File: src/hdl/hex_dump_formatter_top_defines.svh
// assertion macros used by the hex dump formatter queue
`ifndef HEX_DUMP_FORMATTER_TOP_DEFINES_SVH
`define HEX_DUMP_FORMATTER_TOP_DEFINES_SVH

`ifndef NO_ASSERTIONS

// antecedent implies consequent in the same cycle
`define HDF_ASSERT_IMPL(lbl, clk, rst, ante, cons) \
   lbl: assert property (@(posedge clk) disable iff (rst) (ante) |-> (cons)) \
      else $error("hdf assertion failed");

// antecedent implies consequent in the next cycle
`define HDF_ASSERT_NEXT(lbl, clk, rst, ante, cons) \
   lbl: assert property (@(posedge clk) disable iff (rst) (ante) |=> (cons)) \
      else $error("hdf assertion failed");

// expression holds at every edge
`define HDF_ASSERT_ALWAYS(lbl, clk, rst, expr) \
   lbl: assert property (@(posedge clk) disable iff (rst) (expr)) \
      else $error("hdf assertion failed");

`else

`define HDF_ASSERT_IMPL(lbl, clk, rst, ante, cons)
`define HDF_ASSERT_NEXT(lbl, clk, rst, ante, cons)
`define HDF_ASSERT_ALWAYS(lbl, clk, rst, expr)

`endif

`endif

File: src/hdl/hdf_pkg.sv
// shared types and constants of the hex dump formatter
package hdf_pkg;

   localparam int QUEUE_DEPTH = 4;

   // register indexes of the csr port
   localparam logic [1:0] CSR_UPPER_CASE  = 2'd0;
   localparam logic [1:0] CSR_UNIT_SIZE   = 2'd1;
   localparam logic [1:0] CSR_BLOCK_SIZE  = 2'd2;
   localparam logic [1:0] CSR_RECORD_SIZE = 2'd3;

   // separator that follows the two digits of a byte
   localparam logic [1:0] SEP_NONE    = 2'd0;
   localparam logic [1:0] SEP_SPACE   = 2'd1;
   localparam logic [1:0] SEP_SPACE2  = 2'd2;
   localparam logic [1:0] SEP_NEWLINE = 2'd3;

   localparam logic [7:0] CHAR_SPACE   = 8'h20;
   localparam logic [7:0] CHAR_NEWLINE = 8'h0a;

   // one classified byte, ready to be spelled out
   typedef struct packed {
      logic [7:0] hi_char;
      logic [7:0] lo_char;
      logic [1:0] sep;
      logic       last;
   } hdf_entry_type;

endpackage

File: src/hdl/hdf_front.sv
// front end: takes bytes, runs the group counters and classifies each word
module hdf_front
   import hdf_pkg::*;
(
   input  logic          clock,
   input  logic          reset,
   input  logic          upper_case,
   input  logic [7:0]    unit_size,
   input  logic [7:0]    block_size,
   input  logic [7:0]    record_size,
   input  logic          accept,
   input  logic [7:0]    data_byte,
   input  logic          end_of_data,
   output hdf_entry_type entry
);

   logic [7:0] unit_count_ff, unit_count_in;
   logic [7:0] block_count_ff, block_count_in;
   logic [7:0] record_count_ff, record_count_in;
   logic [7:0] unit_bump, block_bump, record_bump;
   logic       record_hit, block_hit, unit_hit;

   function automatic logic [7:0] hex_char(input logic [3:0] nib, input logic upper);
      logic [7:0] alpha_base;
      alpha_base = upper ? 8'h41 : 8'h61;
      if (nib < 4'd10) begin
         hex_char = 8'h30 + {4'd0, nib};
      end else begin
         hex_char = alpha_base + {4'd0, nib} - 8'd10;
      end
   endfunction

   function automatic logic [7:0] bump(input logic [7:0] count, input logic [7:0] size);
      if (size == 8'd0) begin
         bump = 8'd0;
      end else if (count == 8'hff) begin
         bump = count;
      end else begin
         bump = count + 8'd1;
      end
   endfunction

   always_comb begin
      record_bump = bump(record_count_ff, record_size);
      block_bump  = bump(block_count_ff, block_size);
      unit_bump   = bump(unit_count_ff, unit_size);

      record_hit = (record_size != 8'd0) && (record_bump >= record_size);
      block_hit  = (block_size != 8'd0) && (block_bump >= block_size);
      unit_hit   = (unit_size != 8'd0) && (unit_bump >= unit_size);

      entry.hi_char = hex_char(data_byte[7:4], upper_case);
      entry.lo_char = hex_char(data_byte[3:0], upper_case);
      entry.last    = end_of_data;

      record_count_in = record_bump;
      block_count_in  = block_bump;
      unit_count_in   = unit_bump;

      // record wins over block, block over unit
      if (record_hit) begin
         entry.sep       = SEP_NEWLINE;
         record_count_in = 8'd0;
         block_count_in  = 8'd0;
         unit_count_in   = 8'd0;
      end else if (block_hit) begin
         entry.sep      = SEP_SPACE2;
         block_count_in = 8'd0;
         unit_count_in  = 8'd0;
      end else if (unit_hit) begin
         entry.sep     = SEP_SPACE;
         unit_count_in = 8'd0;
      end else begin
         entry.sep = SEP_NONE;
      end

      if (end_of_data) begin
         record_count_in = 8'd0;
         block_count_in  = 8'd0;
         unit_count_in   = 8'd0;
      end
   end

   always_ff @(posedge clock) begin
      if (reset) begin
         unit_count_ff   <= 8'd0;
         block_count_ff  <= 8'd0;
         record_count_ff <= 8'd0;
      end else if (accept) begin
         unit_count_ff   <= unit_count_in;
         block_count_ff  <= block_count_in;
         record_count_ff <= record_count_in;
      end
   end

endmodule

File: src/hdl/hdf_queue.sv
// short queue of classified words between front and back
`include "hex_dump_formatter_top_defines.svh"

module hdf_queue
   import hdf_pkg::*;
#(
   parameter int DEPTH = QUEUE_DEPTH
)
(
   input  logic          clock,
   input  logic          reset,
   input  logic          push,
   input  hdf_entry_type push_entry,
   output logic          full,
   input  logic          pop,
   output logic          head_valid,
   output hdf_entry_type head_entry
);

   localparam int PTR_W = (DEPTH > 1) ? $clog2(DEPTH) : 1;
   localparam int CNT_W = $clog2(DEPTH + 1);
   localparam logic [PTR_W-1:0] PTR_LAST = PTR_W'(DEPTH - 1);
   localparam logic [CNT_W-1:0] CNT_FULL = CNT_W'(DEPTH);

   hdf_entry_type    slot_ff [DEPTH];
   logic [PTR_W-1:0] wr_ptr_ff, wr_ptr_in;
   logic [PTR_W-1:0] rd_ptr_ff, rd_ptr_in;
   logic [CNT_W-1:0] count_ff, count_in;

   assign full       = (count_ff == CNT_FULL);
   assign head_valid = (count_ff != '0);
   assign head_entry = slot_ff[rd_ptr_ff];

   always_comb begin
      wr_ptr_in = wr_ptr_ff;
      rd_ptr_in = rd_ptr_ff;
      count_in  = count_ff;
      if (push) begin
         wr_ptr_in = (wr_ptr_ff == PTR_LAST) ? '0 : wr_ptr_ff + 1'b1;
      end
      if (pop) begin
         rd_ptr_in = (rd_ptr_ff == PTR_LAST) ? '0 : rd_ptr_ff + 1'b1;
      end
      if (push && !pop) begin
         count_in = count_ff + 1'b1;
      end else if (pop && !push) begin
         count_in = count_ff - 1'b1;
      end
   end

   always_ff @(posedge clock) begin
      if (push) begin
         slot_ff[wr_ptr_ff] <= push_entry;
      end
   end

   always_ff @(posedge clock) begin
      if (reset) begin
         wr_ptr_ff <= '0;
         rd_ptr_ff <= '0;
         count_ff  <= '0;
      end else begin
         wr_ptr_ff <= wr_ptr_in;
         rd_ptr_ff <= rd_ptr_in;
         count_ff  <= count_in;
      end
   end

   `HDF_ASSERT_ALWAYS(a_count_in_range, clock, reset, count_ff <= CNT_FULL)
   `HDF_ASSERT_IMPL(a_no_pop_empty, clock, reset, pop, head_valid)
   `HDF_ASSERT_IMPL(a_no_push_full, clock, reset, push && !pop, !full)
   `HDF_ASSERT_NEXT(a_push_grows, clock, reset, push && !pop, count_ff == $past(count_ff) + 1'b1)

endmodule

File: src/hdl/hdf_back.sv
// back end: spells each queued word out one character per cycle while out_ready is high
module hdf_back
   import hdf_pkg::*;
(
   input  logic          clock,
   input  logic          reset,
   input  logic          head_valid,
   input  hdf_entry_type head_entry,
   output logic          pop,
   output logic          out_valid,
   input  logic          out_ready,
   output logic [7:0]    out_char,
   output logic          out_last
);

   logic [2:0] step_ff, step_in;
   logic       valid_ff, valid_in;
   logic [7:0] char_ff, char_in;
   logic       last_ff, last_in;
   logic [1:0] sep_len;
   logic [2:0] final_step;
   logic       at_final;
   logic       load;
   logic [7:0] cur_char;

   always_comb begin
      case (head_entry.sep)
         SEP_NONE:    sep_len = 2'd0;
         SEP_SPACE:   sep_len = 2'd1;
         SEP_SPACE2:  sep_len = 2'd2;
         SEP_NEWLINE: sep_len = 2'd1;
         default:     sep_len = 2'd0;
      endcase
      final_step = 3'd1 + {1'b0, sep_len} + {2'd0, head_entry.last};
      at_final   = (step_ff == final_step);

      // steps past the separator are the trailing newline
      case (step_ff)
         3'd0: cur_char = head_entry.hi_char;
         3'd1: cur_char = head_entry.lo_char;
         3'd2: begin
            if (head_entry.sep == SEP_SPACE || head_entry.sep == SEP_SPACE2) begin
               cur_char = CHAR_SPACE;
            end else begin
               cur_char = CHAR_NEWLINE;
            end
         end
         3'd3: cur_char = (head_entry.sep == SEP_SPACE2) ? CHAR_SPACE : CHAR_NEWLINE;
         default: cur_char = CHAR_NEWLINE;
      endcase

      load = !valid_ff || out_ready;
      pop  = load && head_valid && at_final;

      valid_in = valid_ff;
      char_in  = char_ff;
      last_in  = last_ff;
      step_in  = step_ff;
      if (load) begin
         valid_in = head_valid;
         char_in  = cur_char;
         last_in  = at_final;
         if (head_valid) begin
            step_in = at_final ? 3'd0 : step_ff + 3'd1;
         end
      end
   end

   always_ff @(posedge clock) begin
      if (reset) begin
         valid_ff <= 1'b0;
         step_ff  <= 3'd0;
      end else begin
         valid_ff <= valid_in;
         step_ff  <= step_in;
      end
   end

   always_ff @(posedge clock) begin
      char_ff <= char_in;
      last_ff <= last_in;
   end

   assign out_valid = valid_ff;
   assign out_char  = char_ff;
   assign out_last  = last_ff;

endmodule

File: src/hdl/hex_dump_formatter_top.sv
// hex dump formatter: bytes in, hex dump ascii characters out
//
// req_ channel: one byte per word, req_tlast marks the last byte of a buffer.
// rsp_ channel: one ascii character per word, rsp_tlast marks the last
// character produced by an input byte.
// each byte gives two hex digits, then at most one separator (one space,
// two spaces or a newline from the unit, block and record counters), then a
// newline if it was the last byte of the buffer: two to five characters.
// csr_ port: write upper_case, unit_size, block_size, record_size at any
// cycle while the block is idle; there is no read-back.
// an accepted byte is written into a queue slot, and its first character then
// goes through the output register onto rsp. the output register sends one
// character a cycle while rsp_tready is high.
// a four-word queue sits between the counter front end and the character
// back end, so req_tready stays high while rsp is stalled until it fills.
// reset clears counters, queue and output; registers return to their
// defaults (lower case, unit 1, block 8, record 16).
module hex_dump_formatter_top
   import hdf_pkg::*;
#(
   parameter int QUEUE_DEPTH_P = QUEUE_DEPTH
)
(
   input  logic       clock,
   input  logic       reset,
   input  logic       req_tvalid,
   output logic       req_tready,
   input  logic [7:0] req_tdata,   // [7:0] data_byte
   input  logic       req_tlast,   // end_of_data
   output logic       rsp_tvalid,
   input  logic       rsp_tready,
   output logic [7:0] rsp_tdata,   // [7:0] out_char
   output logic       rsp_tlast,   // out_last
   input  logic       csr_we,
   input  logic [1:0] csr_addr,
   input  logic [7:0] csr_wdata
);

   logic          upper_case_ff;
   logic [7:0]    unit_size_ff;
   logic [7:0]    block_size_ff;
   logic [7:0]    record_size_ff;
   logic          req_accept;
   logic          queue_full;
   logic          queue_pop;
   logic          head_valid;
   hdf_entry_type front_entry;
   hdf_entry_type head_entry;

   always_ff @(posedge clock) begin
      if (reset) begin
         upper_case_ff  <= 1'b0;
         unit_size_ff   <= 8'd1;
         block_size_ff  <= 8'd8;
         record_size_ff <= 8'd16;
      end else if (csr_we) begin
         case (csr_addr)
            CSR_UPPER_CASE:  upper_case_ff  <= csr_wdata[0];
            CSR_UNIT_SIZE:   unit_size_ff   <= csr_wdata;
            CSR_BLOCK_SIZE:  block_size_ff  <= csr_wdata;
            CSR_RECORD_SIZE: record_size_ff <= csr_wdata;
            default: ;
         endcase
      end
   end

   assign req_tready = !queue_full;
   assign req_accept = req_tvalid && req_tready;

   hdf_front u_front (
      .clock       (clock),
      .reset       (reset),
      .upper_case  (upper_case_ff),
      .unit_size   (unit_size_ff),
      .block_size  (block_size_ff),
      .record_size (record_size_ff),
      .accept      (req_accept),
      .data_byte   (req_tdata),
      .end_of_data (req_tlast),
      .entry       (front_entry)
   );

   hdf_queue #(
      .DEPTH (QUEUE_DEPTH_P)
   ) u_queue (
      .clock      (clock),
      .reset      (reset),
      .push       (req_accept),
      .push_entry (front_entry),
      .full       (queue_full),
      .pop        (queue_pop),
      .head_valid (head_valid),
      .head_entry (head_entry)
   );

   hdf_back u_back (
      .clock      (clock),
      .reset      (reset),
      .head_valid (head_valid),
      .head_entry (head_entry),
      .pop        (queue_pop),
      .out_valid  (rsp_tvalid),
      .out_ready  (rsp_tready),
      .out_char   (rsp_tdata),
      .out_last   (rsp_tlast)
   );

endmodule
File: config.mk
export PLATFORM = sky130hd
export DESIGN_NAME = hex_dump_formatter_top
export DESIGN_NICKNAME = d
export VERILOG_FILES = /design/src/hdl/hdf_pkg.sv /design/src/hdl/hdf_front.sv /design/src/hdl/hdf_queue.sv /design/src/hdl/hdf_back.sv /design/src/hdl/hex_dump_formatter_top.sv
export VERILOG_INCLUDE_DIRS = /design/src /design/src/hdl
export SDC_FILE = /design/constraint.sdc
export NUM_CORES = 1
export LEC_CHECK = 0
export BUFFER_PORTS_ARGS = -buffer_cell sky130_fd_sc_hd__buf_2
export CAP_MARGIN = 10
export CORE_ASPECT_RATIO = 1.5
export CORE_MARGIN = 1.5
export CORE_UTILIZATION = 64
export CTS_BUF_LIST = sky130_fd_sc_hd__clkbuf_8
export DETAILED_ROUTE_END_ITERATION = 10
export GPL_TIMING_DRIVEN = 0
export PLACE_DENSITY = 0.92
export SETUP_SLACK_MARGIN = 0.02
export SLEW_MARGIN = 20
export SYNTH_ARGS = -nofsm -noshare
export SYNTH_HDL_FRONTEND = slang
export SYNTH_HIERARCHICAL = 1
export SYNTH_SLANG_ARGS = --single-unit
File: constraint.sdc
create_clock -name clock -period 4.3 [get_ports clock]
set_clock_uncertainty 0.05 [all_clocks]
set_input_delay 0.215 -clock clock [delete_from_list [all_inputs] [get_ports clock]]
set_output_delay 0.215 -clock clock [all_outputs]
set_load 0.005 [all_outputs]
After elaboration in Yosys (flattened, before gate mapping):

Memories as Yosys holds them, arrays and structs flattened. A register that Yosys moved wholly into a read port is not among the register bits.
Cells that the tools add are included.

* magnitude comparators: 5
* reductions and logical operators: 31
* eq/ne operators: 16
* mux-type cells: 34
* add/subtract/negate cells: 16

Operators with widths (count)
* $mux 8: 17
* $pmux 8 s4: 1
* $add 8x1->8 const B: 3
* $eq 8x8->1 const B: 3
* $ge 8x8->1: 3
* $logic_not 8->1: 3
* $reduce_bool 8->1: 3
* $mux 6: 3
* $add 8x4->8: 2
* $sub 8x4->8 const B: 2
* $add 6x4->7 const A: 2
* $eq 2x2->1 const B: 6
* $mux 2: 6
* $reduce_and 2->1: 5
* $mux 3: 3
* $logic_and 1x1->1: 8
* $lt 4x4->1 const B: 2
* $add 3x1->3 const B: 2
* $eq 3x2->1 const B: 2
* $pmux 2 s3: 1
* $add 2x1->2 const B: 2
* $eq 2x1->1 const B: 2
* $logic_not 1->1: 4
* $logic_not 2->1: 2
* other kinds (12): 15

* flip-flop bits (word level): 69
* output and inout port bits: 11
* memories: 1
* memory bits (writable): 76

Memories
* u_queue.slot_ff: depth 4, bits a word 19, rd ports 1, clocked after Yosys merged registers in 1, write ports 1, line hdf_queue.sv:25 `hdf_entry_type slot_ff [DEPTH];`

Longest topological paths before layout:

* word-level depth: 10
* mapped depth: 19
* gate-level depth less buffers: 17

Hierarchy:

Netlist, hierarchy kept.

By module, submodules not included
* hdf_queue: area each 3226.8 µm², cells an instance 143, times used 1
* hdf_front: area each 2422.3 µm², cells an instance 324, times used 1
* hex_dump_formatter_top: area each 1059.8 µm², cells an instance 102, times used 1
* hdf_back: area each 805.8 µm², cells an instance 72, times used 1

Least setup slack after synthesis:

No wires, ideal clock.

* path type: register to register
* start: register with a tool-made name
* end: register u_queue.count_ff[2]
* arrival: 3594 ps
* period minus slack after synthesis: 3714 ps
* required time: 4180 ps
* cell stages (with the launch flop): 20
* buffers on the path: 2
* slack: 586 ps
* library setup time: 70 ps
* cells stage by stage: dfxtp_1 buf_6 buf_12 mux4_2 inv_1 ha_1 o21bai_1 ha_1 inv_1 ha_1 xor2_1 nor3_4 and2_1 inv_1 ha_1 inv_1 fa_1 xor2_1 or3_1 a21oi_1

RTL lines
* end signal: assignment: line hdf_queue.sv:65 `count_ff <= count_in;`
* end: declaration: line hdf_queue.sv:28 `logic [CNT_W-1:0] count_ff, count_in;`

==> impl_metrics.ini <==
[run_status]
status = finished, final reports clean

[synth]
synth_sequential_area_ratio = 0.5048
postSynth.topFlopCell = sky130_fd_sc_hd__edfxtp_1
synth_cell_types = 73
synth_area_mm2 = 0.007515
synth_enable_flop_cells = 85
postSynthRegisterBits = 147
ys.warnings.count = 6
cell_count_after_synthesis = 641
postSynthAreaPerCell_um2 = 11.72
synth-async-reset-ratio = 0

[worst_setup_path]
critical_path_class = reg -> reg
worst-endpoint-arrival_ps = 4430
timing.critical_path.fanout_max = 10
setup.worst_path.start_class = flip-flop
cp.required_ps = 4630
endpoint_kind = flip-flop

[floorplanning]
io_pins = 35
core_area_mm2 = 0.01147
die_height_um = 135.7
initial_core_util = 0.6551
horiz_die_dim_um = 91.48
die_area_mm2 = 0.01241
rows = 48

[placed_design]
dpl.cell_count = 826
placed_area_mm2 = 0.007876
routabilityCongestion = 0.8735
port-buffer-count = 34
dp_slack_ps = 148.5
hpwlAfterDp_um = 11520

[sta]
grt_setup_unrepaired = no
max_freq_mhz = 243.5
max_slew_violation_count = 0
period_share = 0.9553
finalWorstPathRequiredPeriod_ps = 4108
finalSetupViolations = 0
worst_slack_ps = 192.4
timing.slew.headroom = 0.3170
finalHoldViolCount = 0
finalSetupTns_ps = 0
hold_slack_ps = 37.82
worstMarginPinSlew_ps = 1025

[route]
drc_errors = 0
drt_pre_antenna_iters = 5
viasPerCell = 6.176
final_antenna_net_count = 0
detail_route.wirelength_um = 16080
wl_per_cell_um = 18.65
first_iteration_detailed_routing_drc_count = 386
routed_vias = 5324

[clock_network]
clkSlewWorstSetupHoldPaths_ps = 90
clock_tree_from_tritoncts = yes
tritoncts_num_sinks = 147
cts_buffer_depth = 2
cts-buffers-inserted = 17
clkLatencyLatePin_ps = 450
root_buffer = sky130_fd_sc_hd__clkbuf_8
htree_levels = 4

[finish]
fraction_of_final_layout_cells_with_drive_strength_greater_than_1 = 0.1545
post_layout_nets = 771
most_common_cell_after_layout_fill_and_taps_aside = sky130_fd_sc_hd__edfxtp_1
n_antenna_cell = 0
syn2layout_area_growth_pct = 11.12
postLayoutCoreUtil = 0.7280
instances_no_fill = 862
most-common-layout-cells = sky130_fd_sc_hd__edfxtp_1 (85), sky130_fd_sc_hd__dfxtp_1 (62), sky130_fd_sc_hd__nor2_1 (52)
postLayoutCellArea_mm2 = 0.008351

[global_routing]
grt_pass1_wl_um = 26360
grt_util_all_layers = 0.2748
global_route.overflow_total = 0
via_count_of_the_first_global_routing_pass = 5540
antenna_found_initial = 0
grt_start_max_net_pins = 22

[worst_hold_path]
min_path_type = in -> reg

[job]
cap_viol_max_count = 0

[pwr]
vdd_ir_drop_max_mv = 0.2467
p_per_area_mw_per_mm2 = 475.2
total_switching_power_mw = 1.219
seqPwrFrac = 0.445
switching_share = 0.3073
intPower_mw = 2.749
totalPowerFinal_mw = 3.968
p_comb_frac = 0.267
power.leakage_nw = 3.221
clock_power_share = 0.288
-- final timing paths --
| check | cells after the start | end | start | slack (ps) |
|---|---|---|---|---|
| max | 18 | u_queue/count_ff[2] | flip-flop | 190 |
| min | 2 | u_queue/slot_ff[1][0] | req_tlast | 40 |
| max reg2reg | 18 | u_queue/count_ff[2] | flip-flop | 190 |
| min reg2reg | 2 | unit_size_ff[5] | unit_size_ff[5] | 430 |
-- worst max-delay path, cell delays in order (launching register included) --
cell and delay, ps:
sky130_fd_sc_hd__dfxtp_1 310, sky130_fd_sc_hd__buf_2 230, sky130_fd_sc_hd__buf_4 260, sky130_fd_sc_hd__mux4_2 370, sky130_fd_sc_hd__ha_1 220, sky130_fd_sc_hd__o21bai_1 200
sky130_fd_sc_hd__ha_1 190, sky130_fd_sc_hd__inv_1 40, sky130_fd_sc_hd__ha_1 300, sky130_fd_sc_hd__xor2_2 220, sky130_fd_sc_hd__nor3_4 90, sky130_fd_sc_hd__and2_1 190
sky130_fd_sc_hd__inv_1 90, sky130_fd_sc_hd__ha_1 190, sky130_fd_sc_hd__inv_1 60, sky130_fd_sc_hd__fa_1 390, sky130_fd_sc_hd__xor2_1 180, sky130_fd_sc_hd__or3_1 320
sky130_fd_sc_hd__a21oi_1 140
-- synth_stat cells (all sizes together) (8+ instances only) --
cell type,number,area (µm²)
a21oi,30,165.2
a22oi,11,82.58
and2,10,63.81
and3,8,50.05
buf,12,95.09
clkbuf,11,42.54
dfxtp,62,1241
edfxtp,85,2552
ha,47,588.1
inv,43,161.4
mux2i,35,350.3
mux4,19,461.7
nand2,32,120.1
nand2b,39,251.5
nand3,10,50.05
nand4,14,87.58
nor2,54,217.7
nor2b,9,56.30
nor3,8,62.56
o21ai,13,65.06
-- timing repair --
action,in CTS,in global routing
gates resized for setup,0,4
hold buffers,3,0
endpoints found under the setup margin,0,1
setup buffers,0,1
endpoints found under the hold margin,3,0
-- power groups by stage --
stage	Sequential, mW	Combinational, mW	Clock, mW
3_5_place_dp	1.80	1.02	0
6_report	1.77	1.06	1.14
5_1_grt	1.78	1.15	1.21
3_3_place_gp	1.78	0.942	0
2_1_floorplan	1.78	0.739	0
4_1_cts	1.77	1.03	1.16
-- state kept, by name, indices dropped and copies added, names as in the netlist, named ones only --
name,cells
block_size_ff,8
record_size_ff,8
u_back/out_char,8
u_back/out_last,1
u_back/out_valid,1
u_back/step_ff,3
u_front/block_count_ff,8
u_front/record_count_ff,8
u_front/unit_count_ff,8
u_queue/count_ff,3
u_queue/rd_ptr_ff,2
u_queue/slot_ff,76
u_queue/wr_ptr_ff,2
unit_size_ff,8
upper_case_ff,1
-- logic make-up (layout without fill, tap and decap cells) --
logic type / Yosys count / after routing / share of synthesized area
adders and majority gates: 48 / 48 / 0.08092
other: 1 / 2 / 0.0004990
muxes: 54 / 54 / 0.1081
DFF: 147 / 147 / 0.5048
AOI/OAI and AO/OA: 100 / 100 / 0.09341
and+or+nand+nor: 212 / 212 / 0.1573
xor gates and xnor gates: 13 / 13 / 0.01515
buffers and inverters: 66 / 136 / 0.03979
-- layer usage --
| metal | track usage | part of all wire | up-vias |
|---|---|---|---|
| met2 | 0.5373 | 0.57 | 225 |
| met1 | 0.2777 | 0.36 | 2560 |
| li1 | - | - | 2487 |
| met4 | 0.1120 | 0.030 | 0 |
| met5 | 0 | 0 | - |
| met3 | 0.05724 | 0.044 | 52 |
-- cell type report --
cell class / count / area, µm²
fill: 727 / 3120
sequential: 147 / 3794
inverter: 43 / 161.4
timing repair buffer: 38 / 207.7
buffer: 23 / 140.1
tap: 150 / 187.7
clock buffer: 17 / 234.0
clock inverter: 15 / 192.7
multi-input combinational: 429 / 3433
Power figures use the tool's default switching activity.
